File: src/design/newline_frame_assembler_unit_defines.svh
// assertion macros for the frame assembler sequencer
`ifndef NEWLINE_FRAME_ASSEMBLER_UNIT_DEFINES_SVH
`define NEWLINE_FRAME_ASSEMBLER_UNIT_DEFINES_SVH

// same-cycle implication, checked out of reset
`define NFA_ASSERT_IMP(label, ante, cons, msg) \
    label: assert property (@(posedge i_clk) disable iff (!i_rst_n) (ante) |-> (cons)) \
        else $error(msg);

// next-cycle implication, checked out of reset
`define NFA_ASSERT_NEXT(label, ante, cons, msg) \
    label: assert property (@(posedge i_clk) disable iff (!i_rst_n) (ante) |=> (cons)) \
        else $error(msg);

`endif

File: src/design/nfa_pkg.sv
// shared constants and types of the newline frame assembler
package nfa_pkg;

    localparam int MAX_FRAME_BYTES_DEF = 64;
    localparam int BYTE_W = 8;
    localparam int LEN_W  = 7;

    localparam logic [BYTE_W-1:0] LINE_FEED       = 8'h0A;
    localparam logic [BYTE_W-1:0] CARRIAGE_RETURN = 8'h0D;

    // result kinds carried on tuser
    localparam logic KIND_FRAME    = 1'b0;
    localparam logic KIND_OVERSIZE = 1'b1;

    // request from the sequencer to load the output register
    typedef struct packed {
        logic             load;
        logic             kind;
        logic             last;
        logic [LEN_W-1:0] len;
    } t_out_req;

endpackage

File: src/design/nfa_frame_mem.sv
// frame byte store: one write port, one registered read port
module nfa_frame_mem
    import nfa_pkg::*;
#(
    parameter int DEPTH  = MAX_FRAME_BYTES_DEF,
    parameter int ADDR_W = (DEPTH > 1) ? $clog2(DEPTH) : 1
) (
    input  logic              i_clk,
    input  logic              i_wr_en,
    input  logic [ADDR_W-1:0] i_wr_addr,
    input  logic [BYTE_W-1:0] i_wr_data,
    input  logic              i_rd_en,
    input  logic [ADDR_W-1:0] i_rd_addr,
    output logic [BYTE_W-1:0] o_rd_data
);

    logic [BYTE_W-1:0] r_mem [DEPTH];
    logic [BYTE_W-1:0] r_rd_data;

    // write port
    always_ff @(posedge i_clk) begin
        if (i_wr_en) begin
            r_mem[i_wr_addr] <= i_wr_data;
        end
    end

    // read port, data held until the next read
    always_ff @(posedge i_clk) begin
        if (i_rd_en) begin
            r_rd_data <= r_mem[i_rd_addr];
        end
    end

    assign o_rd_data = r_rd_data;

endmodule

File: src/design/nfa_ctrl.sv
// frame sequencer: fills the store, tracks discard and drives the readout
module nfa_ctrl
    import nfa_pkg::*;
#(
    parameter int MAX_FRAME_BYTES = MAX_FRAME_BYTES_DEF,
    parameter int ADDR_W = (MAX_FRAME_BYTES > 1) ? $clog2(MAX_FRAME_BYTES) : 1,
    parameter int CNT_W  = $clog2(MAX_FRAME_BYTES + 1)
) (
    input  logic              i_clk,
    input  logic              i_rst_n,
    input  logic              i_in_valid,
    input  logic [BYTE_W-1:0] i_in_byte,
    output logic              o_in_ready,
    input  logic              i_out_free,
    output t_out_req          o_out_req,
    output logic              o_wr_en,
    output logic [ADDR_W-1:0] o_wr_addr,
    output logic              o_rd_en,
    output logic [ADDR_W-1:0] o_rd_addr
);

    `include "newline_frame_assembler_unit_defines.svh"

    typedef enum logic [1:0] {
        S_IDLE,
        S_LOAD,
        S_NOTE
    } t_state;

    localparam logic [CNT_W-1:0] MAX_CNT = CNT_W'(MAX_FRAME_BYTES);

    t_state           r_state, n_state;
    logic [CNT_W-1:0] r_fill, n_fill;
    logic             r_discard, n_discard;
    logic             r_last_cr, n_last_cr;
    logic [CNT_W-1:0] r_len, n_len;
    logic [CNT_W-1:0] r_idx, n_idx;

    logic             in_acc;
    logic             is_lf;
    logic [CNT_W-1:0] idx_inc;
    logic [CNT_W-1:0] frame_len;

    assign in_acc    = i_in_valid && (r_state == S_IDLE);
    assign is_lf     = (i_in_byte == LINE_FEED);
    assign idx_inc   = r_idx + 1'b1;
    assign frame_len = r_fill - CNT_W'(r_last_cr);

    assign o_in_ready = (r_state == S_IDLE);
    assign o_wr_addr  = r_fill[ADDR_W-1:0];

    // next state and memory port control
    always_comb begin
        n_state   = r_state;
        n_fill    = r_fill;
        n_discard = r_discard;
        n_last_cr = r_last_cr;
        n_len     = r_len;
        n_idx     = r_idx;
        o_wr_en   = 1'b0;
        o_rd_en   = 1'b0;
        o_rd_addr = '0;
        o_out_req = '0;

        case (r_state)
            S_IDLE: begin
                if (in_acc) begin
                    if (is_lf) begin
                        n_fill    = '0;
                        n_last_cr = 1'b0;
                        if (r_discard) begin
                            // end of an oversized frame
                            n_discard = 1'b0;
                            n_state   = S_NOTE;
                        end else if (frame_len != '0) begin
                            // start readout at the first byte
                            n_len     = frame_len;
                            n_idx     = '0;
                            o_rd_en   = 1'b1;
                            o_rd_addr = '0;
                            n_state   = S_LOAD;
                        end
                    end else if (!r_discard) begin
                        if (r_fill >= MAX_CNT) begin
                            // store full: drop and discard to line end
                            n_discard = 1'b1;
                            n_fill    = '0;
                            n_last_cr = 1'b0;
                        end else begin
                            o_wr_en   = 1'b1;
                            n_fill    = r_fill + 1'b1;
                            n_last_cr = (i_in_byte == CARRIAGE_RETURN);
                        end
                    end
                end
            end
            S_LOAD: begin
                if (i_out_free) begin
                    o_out_req.load = 1'b1;
                    o_out_req.kind = KIND_FRAME;
                    o_out_req.last = (idx_inc == r_len);
                    o_out_req.len  = LEN_W'(r_len);
                    if (idx_inc < r_len) begin
                        o_rd_en   = 1'b1;
                        o_rd_addr = idx_inc[ADDR_W-1:0];
                        n_idx     = idx_inc;
                    end else begin
                        n_state = S_IDLE;
                    end
                end
            end
            S_NOTE: begin
                if (i_out_free) begin
                    o_out_req.load = 1'b1;
                    o_out_req.kind = KIND_OVERSIZE;
                    o_out_req.last = 1'b1;
                    o_out_req.len  = '0;
                    n_state        = S_IDLE;
                end
            end
            default: begin
                n_state = S_IDLE;
            end
        endcase
    end

    // state and sequencer registers
    always_ff @(posedge i_clk) begin
        if (!i_rst_n) begin
            r_state   <= S_IDLE;
            r_fill    <= '0;
            r_discard <= 1'b0;
            r_last_cr <= 1'b0;
            r_len     <= '0;
            r_idx     <= '0;
        end else begin
            r_state   <= n_state;
            r_fill    <= n_fill;
            r_discard <= n_discard;
            r_last_cr <= n_last_cr;
            r_len     <= n_len;
            r_idx     <= n_idx;
        end
    end

    // checks on the sequencer
    `NFA_ASSERT_IMP(a_fill_bound, 1'b1, r_fill <= MAX_CNT, "fill count above store depth")
    `NFA_ASSERT_IMP(a_discard_empty, r_discard, r_fill == '0, "fill count set while discarding")
    `NFA_ASSERT_IMP(a_load_idx, r_state == S_LOAD, (r_idx < r_len) && (r_len != '0),
        "readout index outside frame")
    `NFA_ASSERT_IMP(a_cr_flag, r_last_cr, r_fill != '0, "carriage return flag with empty store")
    `NFA_ASSERT_NEXT(a_lf_clears, in_acc && is_lf, r_fill == '0 && !r_discard,
        "line feed did not clear the frame")

endmodule

File: src/design/newline_frame_assembler_unit.sv
// Newline frame assembler: bytes are stored as they are accepted; no result until a line feed.
// After a line feed, the first frame byte passes the registered store read into the output register, and
// then one byte per cycle while the output is taken; the single store read port sets this.
// An oversized notice is loaded once the output register is free. Input is held off during readout.
// Synchronous active-low reset clears the fill count, discard flag, sequencer and output
// valid; the byte store itself is not cleared.
module newline_frame_assembler_unit
    import nfa_pkg::*;
#(
    parameter int MAX_FRAME_BYTES = MAX_FRAME_BYTES_DEF
) (
    input  logic        i_clk,
    input  logic        i_rst_n,
    input  logic        s_axis_tvalid,
    output logic        s_axis_tready,
    input  logic [7:0]  s_axis_tdata,   // [7:0] rx_byte
    output logic        m_axis_tvalid,
    input  logic        m_axis_tready,
    output logic [15:0] m_axis_tdata,   // [7:0] frame_byte, [14:8] line_len, [15] zero
    output logic        m_axis_tuser,   // [0] result_kind
    output logic        m_axis_tlast    // last_of_run
);

    localparam int ADDR_W = (MAX_FRAME_BYTES > 1) ? $clog2(MAX_FRAME_BYTES) : 1;
    localparam int CNT_W  = $clog2(MAX_FRAME_BYTES + 1);

    t_out_req          out_req;
    logic              out_free;
    logic              wr_en;
    logic [ADDR_W-1:0] wr_addr;
    logic              rd_en;
    logic [ADDR_W-1:0] rd_addr;
    logic [BYTE_W-1:0] rd_data;

    logic              r_out_valid;
    logic              r_out_kind;
    logic              r_out_last;
    logic [BYTE_W-1:0] r_out_byte;
    logic [LEN_W-1:0]  r_out_len;

    assign out_free = !r_out_valid || m_axis_tready;

    nfa_frame_mem #(
        .DEPTH  (MAX_FRAME_BYTES),
        .ADDR_W (ADDR_W)
    ) u_mem (
        .i_clk     (i_clk),
        .i_wr_en   (wr_en),
        .i_wr_addr (wr_addr),
        .i_wr_data (s_axis_tdata),
        .i_rd_en   (rd_en),
        .i_rd_addr (rd_addr),
        .o_rd_data (rd_data)
    );

    nfa_ctrl #(
        .MAX_FRAME_BYTES (MAX_FRAME_BYTES),
        .ADDR_W          (ADDR_W),
        .CNT_W           (CNT_W)
    ) u_ctrl (
        .i_clk      (i_clk),
        .i_rst_n    (i_rst_n),
        .i_in_valid (s_axis_tvalid),
        .i_in_byte  (s_axis_tdata),
        .o_in_ready (s_axis_tready),
        .i_out_free (out_free),
        .o_out_req  (out_req),
        .o_wr_en    (wr_en),
        .o_wr_addr  (wr_addr),
        .o_rd_en    (rd_en),
        .o_rd_addr  (rd_addr)
    );

    // output register, one request held until taken
    always_ff @(posedge i_clk) begin
        if (!i_rst_n) begin
            r_out_valid <= 1'b0;
        end else if (out_req.load) begin
            r_out_valid <= 1'b1;
        end else if (m_axis_tready) begin
            r_out_valid <= 1'b0;
        end
    end

    // output payload
    always_ff @(posedge i_clk) begin
        if (out_req.load) begin
            r_out_kind <= out_req.kind;
            r_out_last <= out_req.last;
            r_out_len  <= out_req.len;
            r_out_byte <= (out_req.kind == KIND_OVERSIZE) ? '0 : rd_data;
        end
    end

    assign m_axis_tvalid = r_out_valid;
    assign m_axis_tdata  = {1'b0, r_out_len, r_out_byte};
    assign m_axis_tuser  = r_out_kind;
    assign m_axis_tlast  = r_out_last;

endmodule

File: config.mk
export PLATFORM = sky130hd
export DESIGN_NAME = newline_frame_assembler_unit
export DESIGN_NICKNAME = d
export VERILOG_FILES = /design/src/design/nfa_pkg.sv /design/src/design/nfa_frame_mem.sv /design/src/design/nfa_ctrl.sv /design/src/design/newline_frame_assembler_unit.sv
export VERILOG_INCLUDE_DIRS = /design/src /design/src/design
export SDC_FILE = /design/constraint.sdc
export NUM_CORES = 1
export LEC_CHECK = 0
export ABC_CLOCK_PERIOD_IN_PS = 5900
export BUFFER_PORTS_ARGS = -buffer_cell sky130_fd_sc_hd__buf_2
export CORE_AREA = 2 2 233 177
export CTS_CLUSTER_DIAMETER = 60
export DETAILED_ROUTE_END_ITERATION = 10
export DIE_AREA = 0 0 235 179
export PLACE_DENSITY = 0.87
export SLEW_MARGIN = 20
export SYNTH_ARGS = -nofsm -noshare
export SYNTH_HDL_FRONTEND = slang
export SYNTH_SLANG_ARGS = --single-unit
File: constraint.sdc
create_clock -name i_clk -period 5.9 [get_ports i_clk]
set_clock_uncertainty 0.2 [all_clocks]
set_input_delay 0.885 -clock i_clk [delete_from_list [all_inputs] [get_ports i_clk]]
set_output_delay 0.885 -clock i_clk [all_outputs]
set_load 0.02 [all_outputs]
==> results of run 1 <==
## worst max-delay path, stage by stage (launching register included)
cell and delay (ns):
dfxtp_1 0.45, nand3_1 0.13, xor2_1 0.32, clkinv_1 0.33, ha_1 0.36, nand4_1 0.19
a21o_2 0.20, buf_4 0.50, nand3_1 0.82, o21ai_0 0.38, a21oi_1 0.12, o311ai_0 1.01
o2bb2ai_1 0.12
## path summary, 6_finish.rpt
check                  startpoint                  to  slack [ns]
setup / recovery  u_ctrl.r_idx[2]  u_mem.o_rd_data[1]        0.46
hold / removal    u_ctrl.r_len[4]     u_ctrl.r_len[4]        0.32
hold reg to reg   u_ctrl.r_len[4]     u_ctrl.r_len[4]        0.32
setup reg to reg  u_ctrl.r_idx[2]  u_mem.o_rd_data[1]        0.46
## sequential cells by signal, indices dropped and copies added (netlist names), 2 cells and up
signal	flops
u_ctrl.r_state	2
u_mem.o_rd_data	8
u_ctrl.r_idx	7
u_ctrl.r_fill	7
r_out_byte	8
r_out_len	7
u_mem.r_mem	512
u_ctrl.r_len	7
## cell families (layout without fill, tap and decap cells)
| kind of cell | Yosys count | after routing |
|---|---|---|
| mux | 112 | 112 |
| fa+ha+maj | 15 | 15 |
| simple gates | 379 | 379 |
| flops | 563 | 563 |
| other cells | 1 | 1 |
| buf+inv | 140 | 184 |
| compound gates | 372 | 372 |
| xor+xnor | 14 | 14 |
## power breakdown
group	total (W)	switching, W	internal, W
Clock	0.00319	0.00143	0.00176
Sequential	0.00438	0.00000399	0.00438
Combinational	0.000124	0.000105	0.0000188
Total	0.00769	0.00153	0.00616
## cell type report
cell class | count | area [um^2]
timing repair buffer | 70 | 495
fill | 2701 | 14200
clock inverter | 25 | 186
multi-input combinational | 893 | 6430
tap | 528 | 661
sequential | 563 | 16600
inverter | 24 | 90.1
clock buffer | 65 | 1370
## cell usage in the layout, fill, tap and decap left out, drive strengths merged, types with 26 or more instances in the layout
cell type,n
edfxtp,537
nand2,36
dfxtp,26
a21oi,38
mux2i,55
o22ai,42
and4,53
nor2,126
nor4,26
clkbuf,65
o21ai,35
mux2,56
buf,70
a221oi,26
a211oi,96
## metrics by stage
step	utilization, %	instance area, um^2	hold slack, ns	setup slack, ns	instances
global placement	60.6	24300	0.294	0.880	2077
global route	64.5	25900	0.340	0.485	2168
CTS	64.5	25900	0.328	0.707	2168
floorplan	-	23600	0.267	2.05	1596
detailed placement	60.6	24300	0.314	0.776	2078
finish	64.5	25900	0.323	0.456	2168
## layer usage
| layer | track usage [%] | up-vias | wire length (um) |
|---|---|---|---|
| li1 | - | 6425 | - |
| met1 | 43.5 | 7438 | 24100 |
| met2 | 44.8 | 1362 | 27400 |
| met3 | 8.27 | 223 | 9700 |
| met4 | 11.3 | 0 | 2720 |
| met5 | 0 | - | 0 |
==> results.py, run 1 <==
metrics = {
    "setup_path": {
        "crit_fanout": 58,
        "end_kind": "register",
        "ff2ff_path_depth": 12,
        "critPathArrivalTime_ns": 5.55,
        "critPathRequiredTime_ns": 6.01,
        "crit_type": "register to register",
        "start_kind": "register",
    },
    "synth": {
        "synth_compound_gate_area_share_pct": 11.6,
        "avgSynthCellArea_um2": 14.8,
        "synthArstFlopShare_pct": 0,
        "ys_seq_area_share_pct": 70.4,
        "synth_edf_count": 537,
        "synth_area_mm2": 0.0236,
        "synth_area_leaders": "edfxtp_1, a211oi_1, mux2_2",
        "yosys.area_share.simple_pct": 9.08,
        "synthAdderAreaFrac_pct": 0.794,
        "synth_top_family_by_area": "compound AO/OA/AOI/OAI gates",
        "synthFlopType": "edfxtp_1",
        "syn-num-nets": 1623,
        "ys_ff_latch": 563,
        "ys_warn_count": 0,
        "yosys.area.top_type": "edfxtp_1",
        "yosysMostFrequentCell": "edfxtp_1",
        "yosys.area_share.xor_xnor_pct": 0.519,
        "synth_cells": 1596,
        "synth_top_area_share_pct": 68.2,
        "muxShareOfSynthArea_pct": 5.09,
        "synth_common_cells": "edfxtp_1, nor2_1, a211oi_1",
        "ys_types": 71,
    },
    "placement": {
        "place.port_buffers": 30,
        "dpl.hpwl_um": 39100,
        "place_congestion": 0.981,
    },
    "power": {
        "ir_drop_v": 0.000234,
        "p_per_area_mw_per_mm2": 297,
        "power.leakage_nw": 8.14,
        "power_w": 0.00769,
    },
    "clock_tree": {
        "cts_setup_buffers": 0,
        "cts_tree": "yes",
        "insertion_delay_ns": 0.59,
        "cts-hold-fix-buffers": 0,
        "cts_buffer_depth": 3,
        "htreeDepth": 2,
        "clk_pin_slew_ns": 0.06,
        "clockRootBuffer": "clkbuf_16",
        "cts_sinks": 563,
        "cts-buffers-inserted": 50,
        "cts_resized": 0,
    },
    "routing": {
        "wl_per_cell_um": 29.5,
        "ant_nets": 0,
        "drt_wl_total_um": 63900,
        "via_count": 15400,
        "drt_iter0_drc": 3046,
        "dr.pass1.iters": 6,
        "route.detailed.drc": 0,
        "viasPerCell": 7.13,
    },
    "floorplanning": {
        "core-area_mm2": 0.0401,
        "rows": 64,
        "initial_core_util_pct": 58.9,
        "die_w_um": 235,
        "dieArea_mm2": 0.0421,
        "ios": 32,
        "die_h_um": 179,
    },
    "timing": {
        "finalHoldViolCount": 0,
        "rsz0062_at_grt": "false",
        "max_freq_mhz": 184,
        "fin_tns_setup_ns": 0,
        "setup_viol": 0,
        "period_share_pct": 92.3,
        "period_minus_slack_ns": 5.44,
        "tightestPinTransition_ns": 1.16,
        "final_max_slew_viol_count": 0,
        "max-slew-margin-rel_pct": 21.5,
    },
    "grt": {
        "antenna_found_initial": 1,
        "grt_pass1_wl_um": 94200,
        "overflow": 0,
        "grt_pass1_vias": 14400,
        "grt_max_degree": 68,
        "grt_use_total_pct": 30.3,
    },
    "cells_and_area": {
        "drive_gt1_share_pct": 13.5,
        "insertedDiodeCount": 0,
        "area.growth.synth_to_final_pct": 9.48,
        "nets": 1629,
    },
    "hold_path": {
        "worstHoldPathCells": 1,
        "hold_class": "register to register",
    },
    "flow_run": {
        "drv_cap": 0,
    },
    "run_status": {
        "status": "finished, final reports clean",
    },
}
Power figures use the tool's default switching activity.
==> run 2, diff against run 1 <==
--- a/config.mk
+++ b/config.mk
@@ -13,6 +13,7 @@
 export DETAILED_ROUTE_END_ITERATION = 10
 export DIE_AREA = 0 0 235 179
 export PLACE_DENSITY = 0.87
+export RECOVER_POWER = 100
 export SLEW_MARGIN = 20
 export SYNTH_ARGS = -nofsm -noshare
 export SYNTH_HDL_FRONTEND = slang
==> run 2 against run 1 <==
First-iteration DRC count is 3.7% lower. Utilization is 0.17 points lower. Largest power group unchanged. Routed wire length is 0.43% higher. Clock power hardly changed. Power is 0.13% higher. Count of clock-buffer cells in the layout stayed put. The flow now finishes with violations (capacitance limit, slew limit).
==> results.py, run 2 (synthesis gave the netlist of run 1 again) <==
metrics = {
    "run_status": {
        "status": "finished with violations",
        "violations": "capacitance limit, slew limit",
    },
    "floorplanning": {
        "dieArea_mm2": 0.0421,
        "core-area_mm2": 0.0401,
        "ios": 32,
        "initial_core_util_pct": 58.9,
        "die_w_um": 235,
        "die_h_um": 179,
        "rows": 64,
    },
    "cells_and_area": {
        "regMostFlops": "u_mem.r_mem",
        "insertedDiodeCount": 0,
        "largest_register_ffs": 512,
        "area.growth.synth_to_final_pct": 9.20,
        "final_common_cell": "edfxtp_1",
        "final_util_pct": 64.4,
        "nets": 1629,
        "layout_common_cells": "edfxtp_1, nor2_1, a211oi_1",
        "drive_gt1_share_pct": 11.2,
    },
    "grt": {
        "grt_use_total_pct": 30.3,
        "antenna_found_initial": 1,
        "grt_pass1_vias": 14400,
        "overflow": 0,
        "grt_pass1_wl_um": 94200,
        "grt_max_degree": 68,
    },
    "power": {
        "power.leakage_nw": 8.03,
        "ir_drop_v": 0.000234,
        "p_per_area_mw_per_mm2": 298,
        "power_w": 0.00770,
    },
    "timing": {
        "max-slew-margin-rel_pct": -133,
        "setup_viol": 0,
        "period_share_pct": 95.1,
        "max_freq_mhz": 178,
        "fin_ws_ns": 0.288,
        "hold_ws_ns": 0.320,
        "period_minus_slack_ns": 5.61,
        "fin_tns_setup_ns": 0,
        "tightestPinTransition_ns": 3.49,
        "final_max_slew_viol_count": 389,
        "rsz0062_at_grt": "false",
        "finalHoldViolCount": 0,
    },
    "clock_tree": {
        "cts-hold-fix-buffers": 0,
        "clockRootBuffer": "clkbuf_16",
        "cts-buffers-inserted": 50,
        "cts_setup_buffers": 0,
        "clk_pin_slew_ns": 0.07,
        "htreeDepth": 2,
        "cts_sinks": 563,
        "cts_buffer_depth": 3,
        "insertion_delay_ns": 0.59,
        "cts_resized": 0,
        "cts_tree": "yes",
    },
    "routing": {
        "ant_nets": 0,
        "route.detailed.drc": 0,
        "drt_iter0_drc": 2933,
        "wl_per_cell_um": 29.6,
        "via_count": 15500,
        "dr.pass1.iters": 6,
        "viasPerCell": 7.15,
        "drt_wl_total_um": 64200,
    },
    "placement": {
        "post-place-ws_ns": 0.776,
        "dpl.hpwl_um": 39100,
        "place_congestion": 0.981,
        "place.port_buffers": 30,
    },
    "setup_path": {
        "crit_slowest_cell": "nor2_1",
        "start_kind": "register",
        "crit_fanout": 26,
        "crit_chain": "nand3_1 > xor2_1 > clkinv_1 > ha_1 > a21o_1 > a2111o_2 > nor2_1 > buf_4 > a211oi_1 > o21ai_0 > a22oi_1 > o2bb2ai_1",
        "critPathRequiredTime_ns": 6.02,
        "crit_path_max_incr_delay_ns": 1.09,
        "r2r_start": "u_ctrl.r_idx[2]",
        "critPathArrivalTime_ns": 5.73,
        "end_kind": "register",
        "critPathLaunch": "u_ctrl.r_idx[2]",
        "crit_type": "register to register",
    },
    "hold_path": {
        "min_from": "u_ctrl.r_len[4]",
        "hold_class": "register to register",
    },
    "flow_run": {
        "drv_cap": 6,
    },
}
## run 2: changes by cell type in the layout (fill, tap and decap cells not counted), moves of 8 or more
cell	previous run	this run
clkbuf_1	12	47
buf_2	30	3
and2_0	0	10
and2_1	16	6
buf_4	37	29
## run 2: routing by layer
metal	routed length, um	GRT usage, %	share of wire, %
met1	24200	43.5	38
met2	27700	44.8	43
met3	9630	8.27	15
met4	2630	11.3	4.1
met5	0	0	0
## run 2: path summary, 6_finish.rpt
check	to	slack, ns	cells past startpoint
worst max register to register	u_mem.o_rd_data[0]	0.29	12
worst max-delay path	u_mem.o_rd_data[0]	0.29	12
worst min-delay path	u_ctrl.r_len[4]	0.32	1
worst min register to register	u_ctrl.r_len[4]	0.32	1
## run 2: layout make-up
| class | instances | area, um^2 |
|---|---|---|
| Sequential cell | 563 | 16600 |
| Multi-Input combinational cell | 893 | 6430 |
| Inverter | 24 | 90.1 |
| Timing Repair Buffer | 70 | 432 |
| Clock buffer | 65 | 1370 |
| Tap cell | 528 | 661 |
| Clock inverter | 25 | 186 |
| Fill cell | 2718 | 14300 |
## run 2: where the power goes
group          internal, W  total (W)  switching (W)
Sequential         0.00439    0.00439     0.00000410
Combinational    0.0000161   0.000122       0.000106
Clock              0.00176    0.00319        0.00143
## run 2: critical path, delay by kind of cell (launching register included)
kind / cells / cell delay [ns]
DFF: 1 / 0.45
buffers and inverters: 2 / 0.74
xor gates and xnor gates: 1 / 0.32
AOI/OAI and AO/OA: 6 / 2.11
and+or+nand+nor: 2 / 1.22
adders and majority gates: 1 / 0.29
## run 2: metrics by stage
step                area [um^2]  cells
detailed placement        24300   2078
floorplan                 23600   1596
global placement          24300   2077
global route              25800   2168
CTS                       25900   2168
finish                    25800   2168
